--- src/rtl/rcw_pkg.sv ---
// ----------------------------------------------------------------------------
// rcw_pkg: shared types and constants of the RIFF chunk walker
// Register indexes, status codes, walk phases and the result record.
// ----------------------------------------------------------------------------
`default_nettype none

package rcw_pkg;

    // widths and sizes
    localparam int OFFSET_BITS_DEF = 32;
    localparam int WORD_W          = 32;
    localparam int CEND_W          = WORD_W + 2;   // chunk end compare, never wraps
    localparam int HDR_LEN         = 8;            // code + size
    localparam int TYPE_LEN        = 4;            // list type bytes
    localparam int CFG_IDX_W       = 3;

    // result queue
    localparam int RES_DEPTH = 4;
    localparam int RES_PTR_W = 2;
    localparam int RES_CNT_W = 3;

    // configuration register indexes
    typedef enum logic [CFG_IDX_W-1:0] {
        REG_BUFFER_LENGTH = 3'd0,
        REG_FILTER_MODE   = 3'd1,
        REG_MATCH_CODE    = 3'd2,
        REG_MATCH_TYPE    = 3'd3,
        REG_FIRST_ONLY    = 3'd4
    } rcw_reg_e;

    // filter modes; the remaining code matches nothing
    localparam logic [1:0] FILT_ALL  = 2'd0;
    localparam logic [1:0] FILT_CODE = 2'd1;
    localparam logic [1:0] FILT_LIST = 2'd2;

    typedef enum logic [1:0] {
        ST_MATCH   = 2'd0,
        ST_END     = 2'd1,
        ST_TRUNC   = 2'd2,
        ST_OVERRUN = 2'd3
    } rcw_status_e;

    typedef enum logic [1:0] {
        PH_HEADER = 2'd0,
        PH_DATA   = 2'd1,
        PH_DONE   = 2'd2
    } rcw_phase_e;

    typedef struct packed {
        logic [WORD_W-1:0] buffer_length;
        logic [1:0]        filter_mode;
        logic [WORD_W-1:0] match_code;
        logic [WORD_W-1:0] match_type;
        logic              first_only;
    } rcw_cfg_t;

    typedef struct packed {
        rcw_status_e       status;
        logic [WORD_W-1:0] offset;
        logic [WORD_W-1:0] code;
        logic [WORD_W-1:0] size;
        logic              last;
    } rcw_result_t;

endpackage

`default_nettype wire

--- src/rtl/rcw_in_if.sv ---
// ----------------------------------------------------------------------------
// rcw_in_if: byte channel into the walker
// One buffer byte per transaction, with a start-of-buffer mark.
// ----------------------------------------------------------------------------
`default_nettype none

interface rcw_in_if;
    logic       valid;
    logic       ready;
    logic [7:0] data_byte;
    logic       buffer_start;

    modport source (output valid, output data_byte, output buffer_start, input ready);
    modport sink   (input valid, input data_byte, input buffer_start, output ready);
endinterface

`default_nettype wire

--- src/rtl/rcw_out_if.sv ---
// ----------------------------------------------------------------------------
// rcw_out_if: result channel out of the walker
// One matching chunk or walk status per transaction.
// ----------------------------------------------------------------------------
`default_nettype none

interface rcw_out_if;
    logic                      valid;
    logic                      ready;
    logic [1:0]                status;
    logic [rcw_pkg::WORD_W-1:0] chunk_offset;
    logic [rcw_pkg::WORD_W-1:0] chunk_code;
    logic [rcw_pkg::WORD_W-1:0] chunk_size;
    logic                      last_result;

    modport source (output valid, output status, output chunk_offset, output chunk_code,
                    output chunk_size, output last_result, input ready);
    modport sink   (input valid, input status, input chunk_offset, input chunk_code,
                    input chunk_size, input last_result, output ready);
endinterface

`default_nettype wire

--- src/rtl/rcw_core.sv ---
// ----------------------------------------------------------------------------
// rcw_core: chunk walk state and per-byte decision logic
// Updates the walk state for one byte and yields up to two results.
// ----------------------------------------------------------------------------
`default_nettype none

module rcw_core #(
    parameter int OFFSET_BITS = rcw_pkg::OFFSET_BITS_DEF
) (
    input  wire logic                 clk,
    input  wire logic                 rst_n,
    input  wire logic                 proc,
    input  wire logic [7:0]           in_byte,
    input  wire logic                 in_start,
    input  wire rcw_pkg::rcw_cfg_t    cfg,
    output logic [1:0]                res_cnt,
    output rcw_pkg::rcw_result_t      res0,
    output rcw_pkg::rcw_result_t      res1
);

    localparam int CW = rcw_pkg::CEND_W;
    localparam int WW = rcw_pkg::WORD_W;
    localparam logic [WW:0]  LEN_MAX      = ((WW+1)'(1) << OFFSET_BITS) - (WW+1)'(1);
    localparam logic [2:0]   CNT_HDR_LAST = 3'(rcw_pkg::HDR_LEN - 1);
    localparam logic [2:0]   CNT_TYP_LAST = 3'(rcw_pkg::TYPE_LEN - 1);
    localparam logic [2:0]   CNT_TYP_DONE = 3'(rcw_pkg::TYPE_LEN);

    // walk state
    logic [OFFSET_BITS-1:0] pos_reg, pos_next;
    logic [OFFSET_BITS-1:0] hs_reg, hs_next;
    logic [2:0]             cnt_reg, cnt_next;
    logic                   found_reg, found_next;
    rcw_pkg::rcw_phase_e    phase_reg, phase_next;
    logic [2*WW-1:0]        hdr_reg, hdr_next;
    logic [WW-1:0]          type_reg, type_next;
    logic [CW-1:0]          cend_reg, cend_next;

    // start-of-buffer view of the state
    logic [OFFSET_BITS-1:0] pos_eff, hs_eff;
    logic [2:0]             cnt_eff;
    logic                   found_eff;
    rcw_pkg::rcw_phase_e    phase_eff;

    logic [WW-1:0]          len32;
    logic [CW-1:0]          len34, p34, end_q, cend_w;
    logic [WW-1:0]          code_w, size_w;
    logic                   hdr_ok, typ_done, want_match, end_chk;
    logic                   m_vld, t_vld;
    rcw_pkg::rcw_result_t   m_res, t_res;

    function automatic logic hdr_short(input logic [CW-1:0] q, input logic [CW-1:0] l);
        return (q + CW'(rcw_pkg::HDR_LEN)) > l;
    endfunction

    function automatic rcw_pkg::rcw_status_e hdr_status(input logic [CW-1:0] q,
                                                        input logic [CW-1:0] l);
        return (q >= l) ? rcw_pkg::ST_END : rcw_pkg::ST_TRUNC;
    endfunction

    function automatic rcw_pkg::rcw_result_t mk_res(input rcw_pkg::rcw_status_e st,
                                                    input logic [WW-1:0] off,
                                                    input logic [WW-1:0] code,
                                                    input logic [WW-1:0] size);
        rcw_pkg::rcw_result_t r;
        r.status = st;
        r.offset = off;
        r.code   = code;
        r.size   = size;
        r.last   = 1'b0;
        return r;
    endfunction

    // buffer length saturated to the offset range
    assign len32 = (cfg.buffer_length > LEN_MAX[WW-1:0]) ? LEN_MAX[WW-1:0]
                                                         : cfg.buffer_length;
    assign len34 = CW'(len32[OFFSET_BITS-1:0]);

    // buffer start clears the walk before this byte
    assign pos_eff   = in_start ? '0 : pos_reg;
    assign hs_eff    = in_start ? '0 : hs_reg;
    assign cnt_eff   = in_start ? '0 : cnt_reg;
    assign found_eff = in_start ? 1'b0 : found_reg;
    assign phase_eff = in_start ? rcw_pkg::PH_HEADER : phase_reg;
    assign p34       = CW'(pos_eff);

    // next state and results
    always_comb
    begin
        pos_next   = OFFSET_BITS'(pos_eff + 1'b1);
        hs_next    = hs_eff;
        cnt_next   = cnt_eff;
        found_next = found_eff;
        phase_next = phase_eff;
        hdr_next   = hdr_reg;
        type_next  = type_reg;
        cend_next  = cend_reg;
        cend_w     = cend_reg;
        hdr_ok     = 1'b0;
        typ_done   = 1'b0;
        end_chk    = 1'b0;
        end_q      = cend_reg;
        t_vld      = 1'b0;
        t_res      = mk_res(rcw_pkg::ST_END, '0, '0, '0);

        case (phase_eff)
            rcw_pkg::PH_HEADER:
            begin
                if (cnt_eff == 3'd0 && hdr_short(p34, len34))
                begin
                    t_vld      = 1'b1;
                    t_res      = mk_res(hdr_status(p34, len34), WW'(pos_eff), '0, '0);
                    phase_next = rcw_pkg::PH_DONE;
                end
                else
                begin
                    hdr_next[{cnt_eff, 3'b000} +: 8] = in_byte;
                    if (cnt_eff == CNT_HDR_LAST)
                    begin
                        // header complete: padded chunk must fit
                        cend_w = CW'(hs_eff) + CW'(rcw_pkg::HDR_LEN)
                               + CW'(hdr_next[2*WW-1:WW]) + CW'(hdr_next[WW]);
                        cend_next = cend_w;
                        if (cend_w > len34)
                        begin
                            t_vld      = 1'b1;
                            t_res      = mk_res(rcw_pkg::ST_OVERRUN, WW'(hs_eff),
                                                hdr_next[WW-1:0], hdr_next[2*WW-1:WW]);
                            phase_next = rcw_pkg::PH_DONE;
                        end
                        else
                        begin
                            hdr_ok     = 1'b1;
                            phase_next = rcw_pkg::PH_DATA;
                            cnt_next   = 3'd0;
                            end_chk    = 1'b1;
                            end_q      = cend_w;
                        end
                    end
                    else
                    begin
                        cnt_next = cnt_eff + 3'd1;
                    end
                end
            end
            rcw_pkg::PH_DATA:
            begin
                // first four data bytes form the list type
                if (cnt_eff < CNT_TYP_DONE)
                begin
                    type_next[{cnt_eff[1:0], 3'b000} +: 8] = in_byte;
                    typ_done = (cnt_eff == CNT_TYP_LAST);
                    cnt_next = cnt_eff + 3'd1;
                end
                end_chk = 1'b1;
                end_q   = cend_reg;
            end
            default:
            begin
            end
        endcase

        // filter
        code_w = hdr_next[WW-1:0];
        size_w = hdr_next[2*WW-1:WW];
        want_match = (hdr_ok && (cfg.filter_mode == rcw_pkg::FILT_ALL ||
                                 (cfg.filter_mode == rcw_pkg::FILT_CODE &&
                                  code_w == cfg.match_code)))
                  || (typ_done && cfg.filter_mode == rcw_pkg::FILT_LIST &&
                      code_w == cfg.match_code && size_w >= WW'(rcw_pkg::TYPE_LEN) &&
                      type_next == cfg.match_type);

        m_vld = 1'b0;
        m_res = mk_res(rcw_pkg::ST_MATCH, WW'(hs_eff), code_w, size_w);
        if (want_match && !(cfg.first_only && found_eff))
        begin
            m_vld      = 1'b1;
            found_next = 1'b1;
        end

        // end of chunk: next header must fit
        if (end_chk && (p34 + CW'(1)) == end_q)
        begin
            hs_next    = end_q[OFFSET_BITS-1:0];
            cnt_next   = 3'd0;
            phase_next = rcw_pkg::PH_HEADER;
            if (hdr_short(end_q, len34))
            begin
                t_vld      = 1'b1;
                t_res      = mk_res(hdr_status(end_q, len34),
                                    WW'(end_q[OFFSET_BITS-1:0]), '0, '0);
                phase_next = rcw_pkg::PH_DONE;
            end
        end

        // done: only the position counter moves
        if (phase_eff == rcw_pkg::PH_DONE)
        begin
            m_vld = 1'b0;
            t_vld = 1'b0;
        end

        // order: match first, then status
        res0      = m_vld ? m_res : t_res;
        res0.last = !(m_vld && t_vld);
        res1      = t_res;
        res1.last = 1'b1;
        res_cnt   = proc ? ({1'b0, m_vld} + {1'b0, t_vld}) : 2'd0;
    end

    // control state
    always_ff @(posedge clk or negedge rst_n)
    begin
        if (!rst_n)
        begin
            pos_reg   <= '0;
            hs_reg    <= '0;
            cnt_reg   <= '0;
            found_reg <= 1'b0;
            phase_reg <= rcw_pkg::PH_HEADER;
        end
        else if (proc)
        begin
            pos_reg   <= pos_next;
            hs_reg    <= hs_next;
            cnt_reg   <= cnt_next;
            found_reg <= found_next;
            phase_reg <= phase_next;
        end
    end

    // header, type and chunk end
    always_ff @(posedge clk)
    begin
        if (proc)
        begin
            hdr_reg  <= hdr_next;
            type_reg <= type_next;
            cend_reg <= cend_next;
        end
    end

endmodule

`default_nettype wire

--- src/rtl/rcw_res_fifo.sv ---
// ----------------------------------------------------------------------------
// rcw_res_fifo: result queue
// Takes up to two results per cycle, hands out one per transaction.
// ----------------------------------------------------------------------------
`default_nettype none

module rcw_res_fifo (
    input  wire logic                  clk,
    input  wire logic                  rst_n,
    input  wire logic [1:0]            wr_cnt,
    input  wire rcw_pkg::rcw_result_t  wr0,
    input  wire rcw_pkg::rcw_result_t  wr1,
    input  wire logic                  pop,
    output rcw_pkg::rcw_result_t       head,
    output logic                       not_empty,
    output logic                       room2
);

    localparam int PW = rcw_pkg::RES_PTR_W;
    localparam int CW = rcw_pkg::RES_CNT_W;

    rcw_pkg::rcw_result_t entry_reg [rcw_pkg::RES_DEPTH];
    logic [PW-1:0] wr_ptr_reg, wr_ptr_next, rd_ptr_reg, rd_ptr_next, wr_ptr_p1;
    logic [CW-1:0] cnt_reg, cnt_next;

    assign wr_ptr_p1 = PW'(wr_ptr_reg + 1'b1);
    assign head      = entry_reg[rd_ptr_reg];
    assign not_empty = (cnt_reg != '0);
    assign room2     = (cnt_reg <= CW'(rcw_pkg::RES_DEPTH - 2));

    // pointers and fill level
    always_comb
    begin
        wr_ptr_next = PW'(wr_ptr_reg + wr_cnt);
        rd_ptr_next = PW'(rd_ptr_reg + pop);
        cnt_next    = CW'(cnt_reg + CW'(wr_cnt) - CW'(pop));
    end

    always_ff @(posedge clk or negedge rst_n)
    begin
        if (!rst_n)
        begin
            wr_ptr_reg <= '0;
            rd_ptr_reg <= '0;
            cnt_reg    <= '0;
        end
        else
        begin
            wr_ptr_reg <= wr_ptr_next;
            rd_ptr_reg <= rd_ptr_next;
            cnt_reg    <= cnt_next;
        end
    end

    // entry storage
    always_ff @(posedge clk)
    begin
        if (wr_cnt != 2'd0)
        begin
            entry_reg[wr_ptr_reg] <= wr0;
        end
        if (wr_cnt == 2'd2)
        begin
            entry_reg[wr_ptr_p1] <= wr1;
        end
    end

endmodule

`default_nettype wire

--- src/rtl/riff_chunk_walker_unit.sv ---
// Flow: an accepted byte waits in the input register until the result queue has room
// for two results; it is then decided and its results are written into the result queue.
// Throughput: one byte per cycle; a byte yielding two results needs two output
// transactions, absorbed by a four-entry result queue (input holds when < 2 free).
// Reset: walk state back to the header phase at offset 0, configuration registers
// zero, result queue empty; the block is usable as soon as reset is released.
// ----------------------------------------------------------------------------
// riff_chunk_walker_unit: RIFF chunk walker, top level
// Input register, walk decision logic, result queue and configuration registers.
// ----------------------------------------------------------------------------
`default_nettype none

module riff_chunk_walker_unit #(
    parameter int OFFSET_BITS = rcw_pkg::OFFSET_BITS_DEF
) (
    input  wire logic                          clk,
    input  wire logic                          rst_n,
    rcw_in_if.sink                             item,
    rcw_out_if.source                          result,
    input  wire logic                          cfg_we,
    input  wire logic [rcw_pkg::CFG_IDX_W-1:0] cfg_index,
    input  wire logic [rcw_pkg::WORD_W-1:0]    cfg_data
);

    rcw_pkg::rcw_cfg_t    cfg_reg, cfg_next;
    logic                 in_vld_reg, in_vld_next;
    logic [7:0]           in_byte_reg;
    logic                 in_start_reg;
    logic                 accept, proc, room2, not_empty, pop;
    logic [1:0]           res_cnt;
    rcw_pkg::rcw_result_t res0, res1, head;

    // configuration writes
    always_comb
    begin
        cfg_next = cfg_reg;
        if (cfg_we)
        begin
            case (rcw_pkg::rcw_reg_e'(cfg_index))
                rcw_pkg::REG_BUFFER_LENGTH: cfg_next.buffer_length = cfg_data;
                rcw_pkg::REG_FILTER_MODE:   cfg_next.filter_mode   = cfg_data[1:0];
                rcw_pkg::REG_MATCH_CODE:    cfg_next.match_code    = cfg_data;
                rcw_pkg::REG_MATCH_TYPE:    cfg_next.match_type    = cfg_data;
                rcw_pkg::REG_FIRST_ONLY:    cfg_next.first_only    = cfg_data[0];
                default:
                begin
                end
            endcase
        end
    end

    always_ff @(posedge clk or negedge rst_n)
    begin
        if (!rst_n)
        begin
            cfg_reg <= '0;
        end
        else
        begin
            cfg_reg <= cfg_next;
        end
    end

    // input register: a byte is decided once the queue has room for two results
    assign proc        = in_vld_reg && room2;
    assign item.ready  = !in_vld_reg || proc;
    assign accept      = item.valid && item.ready;
    assign in_vld_next = accept || (in_vld_reg && !proc);

    always_ff @(posedge clk or negedge rst_n)
    begin
        if (!rst_n)
        begin
            in_vld_reg <= 1'b0;
        end
        else
        begin
            in_vld_reg <= in_vld_next;
        end
    end

    always_ff @(posedge clk)
    begin
        if (accept)
        begin
            in_byte_reg  <= item.data_byte;
            in_start_reg <= item.buffer_start;
        end
    end

    rcw_core #(
        .OFFSET_BITS (OFFSET_BITS)
    ) u_core (
        .clk      (clk),
        .rst_n    (rst_n),
        .proc     (proc),
        .in_byte  (in_byte_reg),
        .in_start (in_start_reg),
        .cfg      (cfg_reg),
        .res_cnt  (res_cnt),
        .res0     (res0),
        .res1     (res1)
    );

    rcw_res_fifo u_res_fifo (
        .clk       (clk),
        .rst_n     (rst_n),
        .wr_cnt    (res_cnt),
        .wr0       (res0),
        .wr1       (res1),
        .pop       (pop),
        .head      (head),
        .not_empty (not_empty),
        .room2     (room2)
    );

    // result channel
    assign pop                 = result.valid && result.ready;
    assign result.valid        = not_empty;
    assign result.status       = head.status;
    assign result.chunk_offset = head.offset;
    assign result.chunk_code   = head.code;
    assign result.chunk_size   = head.size;
    assign result.last_result  = head.last;

endmodule

`default_nettype wire

--- src/flat_wrapper.sv ---
// flat-port wrapper written by rule: the top's interface ports become plain ports
module riff_chunk_walker_unit_flat 
#(
    parameter int OFFSET_BITS = rcw_pkg::OFFSET_BITS_DEF
)
  (clk, rst_n, cfg_we, cfg_index, cfg_data, item_valid, item_data_byte, item_buffer_start, item_ready, result_valid, result_status, result_chunk_offset, result_chunk_code, result_chunk_size, result_last_result, result_ready);
  rcw_in_if item_i ();
  rcw_out_if result_i ();
  input  wire logic clk;
  input  wire logic rst_n;
  input  wire logic cfg_we;
  input  wire logic [rcw_pkg::CFG_IDX_W-1:0] cfg_index;
  input  wire logic [rcw_pkg::WORD_W-1:0] cfg_data;
  input wire logic [$bits(item_i.valid)-1:0] item_valid;
  input wire logic [$bits(item_i.data_byte)-1:0] item_data_byte;
  input wire logic [$bits(item_i.buffer_start)-1:0] item_buffer_start;
  output wire logic [$bits(item_i.ready)-1:0] item_ready;
  output wire logic [$bits(result_i.valid)-1:0] result_valid;
  output wire logic [$bits(result_i.status)-1:0] result_status;
  output wire logic [$bits(result_i.chunk_offset)-1:0] result_chunk_offset;
  output wire logic [$bits(result_i.chunk_code)-1:0] result_chunk_code;
  output wire logic [$bits(result_i.chunk_size)-1:0] result_chunk_size;
  output wire logic [$bits(result_i.last_result)-1:0] result_last_result;
  input wire logic [$bits(result_i.ready)-1:0] result_ready;
  assign item_i.valid = item_valid;
  assign item_i.data_byte = item_data_byte;
  assign item_i.buffer_start = item_buffer_start;
  assign item_ready = item_i.ready;
  assign result_valid = result_i.valid;
  assign result_status = result_i.status;
  assign result_chunk_offset = result_i.chunk_offset;
  assign result_chunk_code = result_i.chunk_code;
  assign result_chunk_size = result_i.chunk_size;
  assign result_last_result = result_i.last_result;
  assign result_i.ready = result_ready;
  riff_chunk_walker_unit #(.OFFSET_BITS(OFFSET_BITS)) u_core (.clk(clk), .rst_n(rst_n), .item(item_i), .result(result_i), .cfg_we(cfg_we), .cfg_index(cfg_index), .cfg_data(cfg_data));
endmodule
--- config.mk ---
export PLATFORM = sky130hd
export DESIGN_NAME = riff_chunk_walker_unit_flat
export DESIGN_NICKNAME = d
export VERILOG_FILES = /design/src/rtl/rcw_pkg.sv /design/src/rtl/rcw_in_if.sv /design/src/rtl/rcw_out_if.sv /design/src/rtl/rcw_core.sv /design/src/rtl/rcw_res_fifo.sv /design/src/rtl/riff_chunk_walker_unit.sv /design/src/flat_wrapper.sv
export SDC_FILE = /design/constraint.sdc
export NUM_CORES = 2
export LEC_CHECK = 0
export BUFFER_PORTS_ARGS = -buffer_cell sky130_fd_sc_hd__buf_2
export CAP_MARGIN = 20
export CORE_MARGIN = 4
export CORE_UTILIZATION = 39
export CTS_BUF_LIST = sky130_fd_sc_hd__clkbuf_8
export DETAILED_ROUTE_END_ITERATION = 16
export PLACE_DENSITY_LB_ADDON = 0.3
export SLEW_MARGIN = 20
export SYNTH_ARGS = -nofsm -noshare
export SYNTH_HDL_FRONTEND = slang
export SYNTH_SLANG_ARGS = --single-unit
--- constraint.sdc ---
create_clock -name clk -period 28 [get_ports clk]
set_input_delay 2.8 -clock clk [delete_from_list [all_inputs] [get_ports clk]]
set_output_delay 2.8 -clock clk [all_outputs]
set_load 0.1 [all_outputs]
== Word level (Yosys, flattened, before mapping) ==
Memory sizes are Yosys's and may differ from the RTL's.
Index checks and enable logic that the tools add are counted.
Word-level totals
  memories: 1
  bits in writable memories: 396
  bits of input ports: 49
  bits in registers: 316
  word-level logic and storage cells: 159
Cells by class
  equality and inequality tests: 14
  magnitude comparators: 9
  reduce and logical (&&, ||, !) cells: 35
  bitwise gates (word level): 1
  shift operators: 4
  add/sub/neg operators: 16
  multiplexer cells: 60
Memory list
  u_core.u_res_fifo.entry_reg: words 4, bits a word 99, read ports 1, clocked after memory_dff 0, wr ports 2, line rcw_res_fifo.sv:22  | rcw_pkg::rcw_result_t entry_reg [rcw_pkg::RES_DEPTH];
Operators by type and width (count)
  2-to-1 mux 99 bit: 7
  2-to-1 mux 32 bit: 6
  2-to-1 mux 34 bit: 4
  2-to-1 mux 64 bit: 2
  > comparator 34 x 32 -> 1 bit: 2
  adder 32 x 4 -> 33 bit (second input constant): 2
  bitwise mux 64 bit: 1
  equality test 32 bit: 2
  variable shift 8 x 8 -> 64 bit (first input constant): 1
  variable part select 8 x 8 -> 64 bit: 1
  adder 33 x 32 -> 34 bit: 1
  adder 34 x 1 -> 34 bit: 1
  adder 34 x 4 -> 34 bit (second input constant): 1
  equality test 33 x 34 -> 1 bit: 1
  greater-or-equal comparator 34 x 32 -> 1 bit: 1
  adder 32 x 1 -> 33 bit (second input constant): 1
  > comparator 33 x 32 -> 1 bit: 1
  adder 32 x 1 -> 32 bit (second input constant): 1
  bitwise mux 32 bit: 1
  greater-or-equal comparator 32 x 3 -> 1 bit (second input constant): 1
  greater-or-equal comparator 32 bit: 1
  > comparator 32 bit (second input constant): 1
  variable shift 8 x 7 -> 32 bit (first input constant): 1
  variable part select 8 x 7 -> 32 bit: 1
  31 further kinds: 97

== Logic depth before layout (Yosys ltp) ==
  depth after elaboration: 21
  depth in mapped cells: 67

== Cells and area by module ==
From an unflattened synthesis, not the netlist that was laid out.
Unflattened totals
  cell total of the unflattened synthesis: 4059
  area, all modules: 46250.6 um^2
Modules (own cells, without submodules)
  rcw_core: cells each 2835, area each 22674.2 um^2, times used 1
  rcw_res_fifo: cells each 996, area each 19505.0 um^2, times used 1
  riff_chunk_walker_unit: cells each 228, area each 4071.4 um^2, times used 1

== Worst setup path after synthesis ==
No wires, ideal clock.
  path type: register -> register
  from: register u_core.in_start_reg
  to: memory u_core.u_res_fifo.entry_reg[3][10] (netlist name), enable pin
  cell stages (with the launch flop): 62
  period minus slack after synthesis: 15.486 ns
  slack: 12.514 ns
  buffers on the path: 13
  data arrival time: 14.565 ns
  cell sequence: edfxtp_1 > buf_2 > buf_2 > buf_2 > buf_1 > clkbuf_1 > clkbuf_1 > clkbuf_1 > nor2b_1 > inv_1 > ha_1 > clkbuf_1 > inv_1 > nor4_1 > mux2i_1 > inv_1 > ha_1 > ha_1 > [... 26 more ...] > a21o_1 > a21o_1 > a21oi_1 > nor2_1 > a2111oi_0 > a21oi_1 > o221ai_1 > o211ai_1 > nand3_2 > buf_4 > nand2_1 > ha_1 > o21ai_0 > nand2b_1 > or2_2 > clkbuf_1 > clkbuf_1 > nand2_1
RTL lines
  from (decl): line riff_chunk_walker_unit.sv:28  | logic in_start_reg;
  from (signal assigned): line riff_chunk_walker_unit.sv:87  | in_start_reg <= item.buffer_start;
  to (decl): line rcw_res_fifo.sv:22

==> impl_table.tex <==
\begin{tabular}{lr}
\hline
Metric & Value \\
\hline
\multicolumn{2}{l}{\textbf{Drt}} \\
\quad Post-route DRC & 0 \\
\quad Drt wl/cell & around 30 um \\
\quad Vias post-DR & 38500 \\
\quad Routed Antenna Nets & 0 \\
\quad Wire length reported by the detailed router & 181000 um \\
\quad Detailed Routing Iterations Pass 1 & 7 \\
\quad DRT iter0 DRCs & 5778 \\
\quad Vias/cell & 6.39 \\
\multicolumn{2}{l}{\textbf{Min path}} \\
\quad Launch instance of the worst min-delay path & u\_core.u\_res\_fifo.entry\_reg[3][0] \\
\quad Path category of the worst min-delay check & reg -> reg \\
\quad Hold-critical path depth & 1 \\
\quad Worst hold endpoint & u\_core.u\_res\_fifo.entry\_reg[3][0] \\
\multicolumn{2}{l}{\textbf{Synth}} \\
\quad Compound-cell area share of the yosys netlist & 0.174 \\
\quad Cell count after synthesis & roughly 4300 \\
\quad Synth Area per Inst & 10.4 um\^{}2 \\
\quad Library cells used by synthesis & 103 \\
\quad Fraction of the mapped netlist area in simple logic gates & 0.134 \\
\quad Adder and majority gate portion of the synthesized area & 0.0668 \\
\quad Ys async rst share & 0.249 \\
\quad Summed instance area of the synthesized netlist & 44300 um\^{}2 \\
\quad Main flop type after synthesis & edfxtp\_1 \\
\quad Part of the Yosys area used for sequential elements & 0.461 \\
\quad Dominant combinational cell family by area after synthesis & compound AO/OA/AOI/OAI gates \\
\quad Number of warnings reported in the yosys synthesis log & 0 \\
\quad Xor/xnor share of the synthesized area & 0.0328 \\
\quad Synth Net Count & 4556 \\
\quad Number of storage elements in the synthesis netlist & 712 \\
\quad Proportion of synthesized area in mux cells & 0.0900 \\
\quad Number of synthesized flops with an enable pin & 531 \\
\multicolumn{2}{l}{\textbf{Power and ir drop}} \\
\quad Pwr Total & 5.15 mW \\
\quad Leakage Power & 18.9 nW \\
\quad Power per standard cell area & 104 nW/um\^{}2 \\
\quad Worst-case vdd ir drop & 0.000118 V \\
\multicolumn{2}{l}{\textbf{GRT}} \\
\quad Global-route wire length before repair & 260000 um \\
\quad Number of antenna violations at the first check in global routing & 12 \\
\quad Leftover overflow at the end of global routing & 0 \\
\quad Global-route usage over all layers & 0.293 \\
\quad Maximum number of pins on one net before global-route repair & between 70 and 80 \\
\quad Vias in the first global route & 36400 \\
\multicolumn{2}{l}{\textbf{Final layout}} \\
\quad Max reg flops & 396 \\
\quad Layout overhead on the synthesized area & 12.0\% \\
\quad Number of nets at the end of the flow & 4693 \\
\quad Share of post-route cells with drive strength above 1 & 0.169 \\
\quad Filler instances & 10800 \\
\quad Final instance area & approximately 50000 um\^{}2 \\
\multicolumn{2}{l}{\textbf{Worst setup path}} \\
\quad Highest fanout seen on the critical path & 47 \\
\quad Endpoint class of the critical path & register \\
\quad Data required time at the worst endpoint & 28.58 ns \\
\quad Critical setup path kind & reg -> reg \\
\quad Critical R2R Capture & u\_core.u\_res\_fifo.entry\_reg[2][80] \\
\quad Setup slack, reg-to-reg & between 10 and 15 ns \\
\quad FF-to-FF path depth & 55 \\
\quad Setup crit start kind & register \\
\quad Critical-path top delay cell & a211o\_1 \\
\quad Most used cell, CP & ha\_1 \\
\quad CP Data Arrival Time & 17.86 ns \\
\quad CP max stage delay & 0.80 ns \\
\quad Critical register-to-register path startpoint & u\_core.in\_start\_reg \\
\multicolumn{2}{l}{\textbf{Clocking}} \\
\quad Clk sink count & $\sim$710 \\
\quad Root buffer selected by CTS & clkbuf\_8 \\
\quad Num CTS Buffers & 131 \\
\quad Buffer depth of the longest clock path & 3 \\
\quad Number of buffers inserted to repair setup after CTS & 0 \\
\quad Register clock-pin slew on the reported worst setup and hold paths & 0.06 ns \\
\quad Clock latency on the worst-skew pair & 0.85 ns \\
\quad Number of gates resized after CTS & 0 \\
\quad CTS Hold Buffers Added & 0 \\
\quad H-tree levels & 4 \\
\quad CTS tree & yes \\
\multicolumn{2}{l}{\textbf{Status}} \\
\quad Run status & finished, final reports clean \\
\multicolumn{2}{l}{\textbf{Floorplanning}} \\
\quad Std cell rows & about 120 \\
\quad Initial core utilization & 0.394 \\
\quad Area of the die & 119000 um\^{}2 \\
\quad Die extent in x & 345 um \\
\quad Top-Level Pins & 150 \\
\quad Core area & 113000 um\^{}2 \\
\quad Vert. Die Dim & 345 um \\
\multicolumn{2}{l}{\textbf{STA}} \\
\quad Final hold viol count & 0 \\
\quad Setup TNS after final layout & 0 ns \\
\quad Tcrit/Tclk final & 0.617 \\
\quad Achievable frequency & 57.9 MHz \\
\quad Final setup skew & 0.0666 ns \\
\quad Worst slew slack as a fraction of its limit & 0.178 \\
\quad Fin Hold WS & 0.469 ns \\
\quad Final setup fails & 0 \\
\quad RSZ-0062 raised after global routing & false \\
\quad Transition at the pin with the smallest max-transition slack & $\sim$1.2 ns \\
\quad Fin crit period & 17.28 ns \\
\quad Max Transition Viols Final & 0 \\
\multicolumn{2}{l}{\textbf{Placed design}} \\
\quad Final weighted congestion in routability-driven placement & about 1.1 \\
\quad Placed wire-length estimate & 130000 um \\
\quad I/O Buffers & 149 \\
\quad Placed Area & 47000 um\^{}2 \\
\multicolumn{2}{l}{\textbf{Flow run}} \\
\quad Max-Cap Viols & 0 \\
\hline
\end{tabular}
==> placed cells by master, fill, tap and decap left out, types with 87 or more instances in the layout <==
cell      instances
clkbuf_8        142
o22ai_1         128
buf_2           148
a21oi_1         263
mux4_2           99
nor2_1          247
buf_4           124
inv_1           238
o21ai_0         306
dfrtp_1         175
edfxtp_1        531
xnor2_1          87
nand2_1         530
ha_1            232
==> per-layer routing <==
metal	global-route usage	routed length, um	vias to the layer above
met5	0	37	-
met4	0.128	8790	6
met3	0.0721	21900	497
met2	0.430	76800	2670
met1	0.413	73200	18900
li1	-	-	16400
==> kinds of logic after synthesis <==
family | after synthesis
flops | 712
simple gates | 1250
buf+inv | 468
mux | 264
xor+xnor | 166
compound gates | 1177
fa+ha+maj | 235
==> worst max-delay path, delay by kind of cell (launching register included) <==
kind	cells	cell delay (ns)
compound gates	20	5.92
simple gates	14	3.34
buf+inv	8	2.12
xor+xnor	2	0.69
fa+ha+maj	9	3.21
mux	2	1.23
flops	1	0.41
==> synthesized netlist by cell type, drive strengths merged, types with 12 or more instances <==
library cell	instances	area share
nand2	536	0.045
edfxtp	531	0.36
o21ai	313	0.035
a21oi	269	0.031
nor2	254	0.022
ha	232	0.065
clkbuf	215	0.018
inv	198	0.017
dfrtp	177	0.10
o22ai	129	0.018
mux4	99	0.050
mux2i	87	0.020
xnor2	87	0.017
xor2	79	0.016
mux2	78	0.020
nor3	70	0.0081
nor2b	68	0.0097
nand4	66	0.0093
buf	55	0.0063
nand3	54	0.0062
a21o	49	0.0083
a31o	46	0.0091
o2bb2ai	43	0.0085
a22o	40	0.0079
o221ai	39	0.0077
nand2b	35	0.0049
nor4	33	0.0055
a211oi	25	0.0043
and3	25	0.0035
a221o	22	0.0050
a2bb2oi	22	0.0043
and2	22	0.0031
o21a	17	0.0030
o21bai	17	0.0029
or3	16	0.0023
a21boi	15	0.0025
o211ai	15	0.0027
and4	13	0.0026
a221oi	12	0.0024
a22oi	12	0.0024
==> metrics by stage <==
stage               instances   util  setup WS, ns
floorplan                4272      -         12.51
global placement         5775  0.417         11.77
detailed placement       5775  0.418         11.32
CTS                      6015  0.441         11.24
global route             6018  0.441          9.97
finish                   6024  0.441         10.72
==> report_power, final <==
part           internal [mW]  leakage [nW]  switching [mW]
clock                  0.522          1.49           0.492
sequential              1.31          7.07           0.183
combinational          0.634          10.3            2.01
==> worst max path at each step <==
| stage | startpoint | end | slack, ns | cells after the start |
|---|---|---|---|---|
| final | u_core.in_start_reg | u_core.u_res_fifo.entry_reg[2][80] | 10.72 | 55 |
| after CTS | u_core.in_start_reg | u_core.u_res_fifo.entry_reg[3][97] | 11.24 | 53 |
| after global routing | u_core.in_start_reg | u_core.u_res_fifo.entry_reg[2][71] | 9.97 | 55 |
| after global placement | u_core.in_start_reg | u_core.u_res_fifo.entry_reg[3][71] | 11.77 | 53 |
| after floorplan | u_core.in_start_reg | u_core.u_res_fifo.entry_reg[3][10] | 12.51 | 61 |
| after detailed placement | u_core.in_start_reg | u_core.u_res_fifo.entry_reg[2][94] | 11.32 | 55 |
==> area by class of cell <==
type / count / area (um^2) / area share
antenna: 8 / 20.0 / 0.000403
tap: 1500 / 1880 / 0.0378
multi-input combinational: 3092 / 22300 / 0.448
clock buffer: 141 / 1940 / 0.0391
timing repair buffer: 274 / 1700 / 0.0342
clock inverter: 99 / 663 / 0.0133
inverter: 198 / 748 / 0.0151
sequential: 712 / 20500 / 0.412
Power figures use the tool's default switching activity.
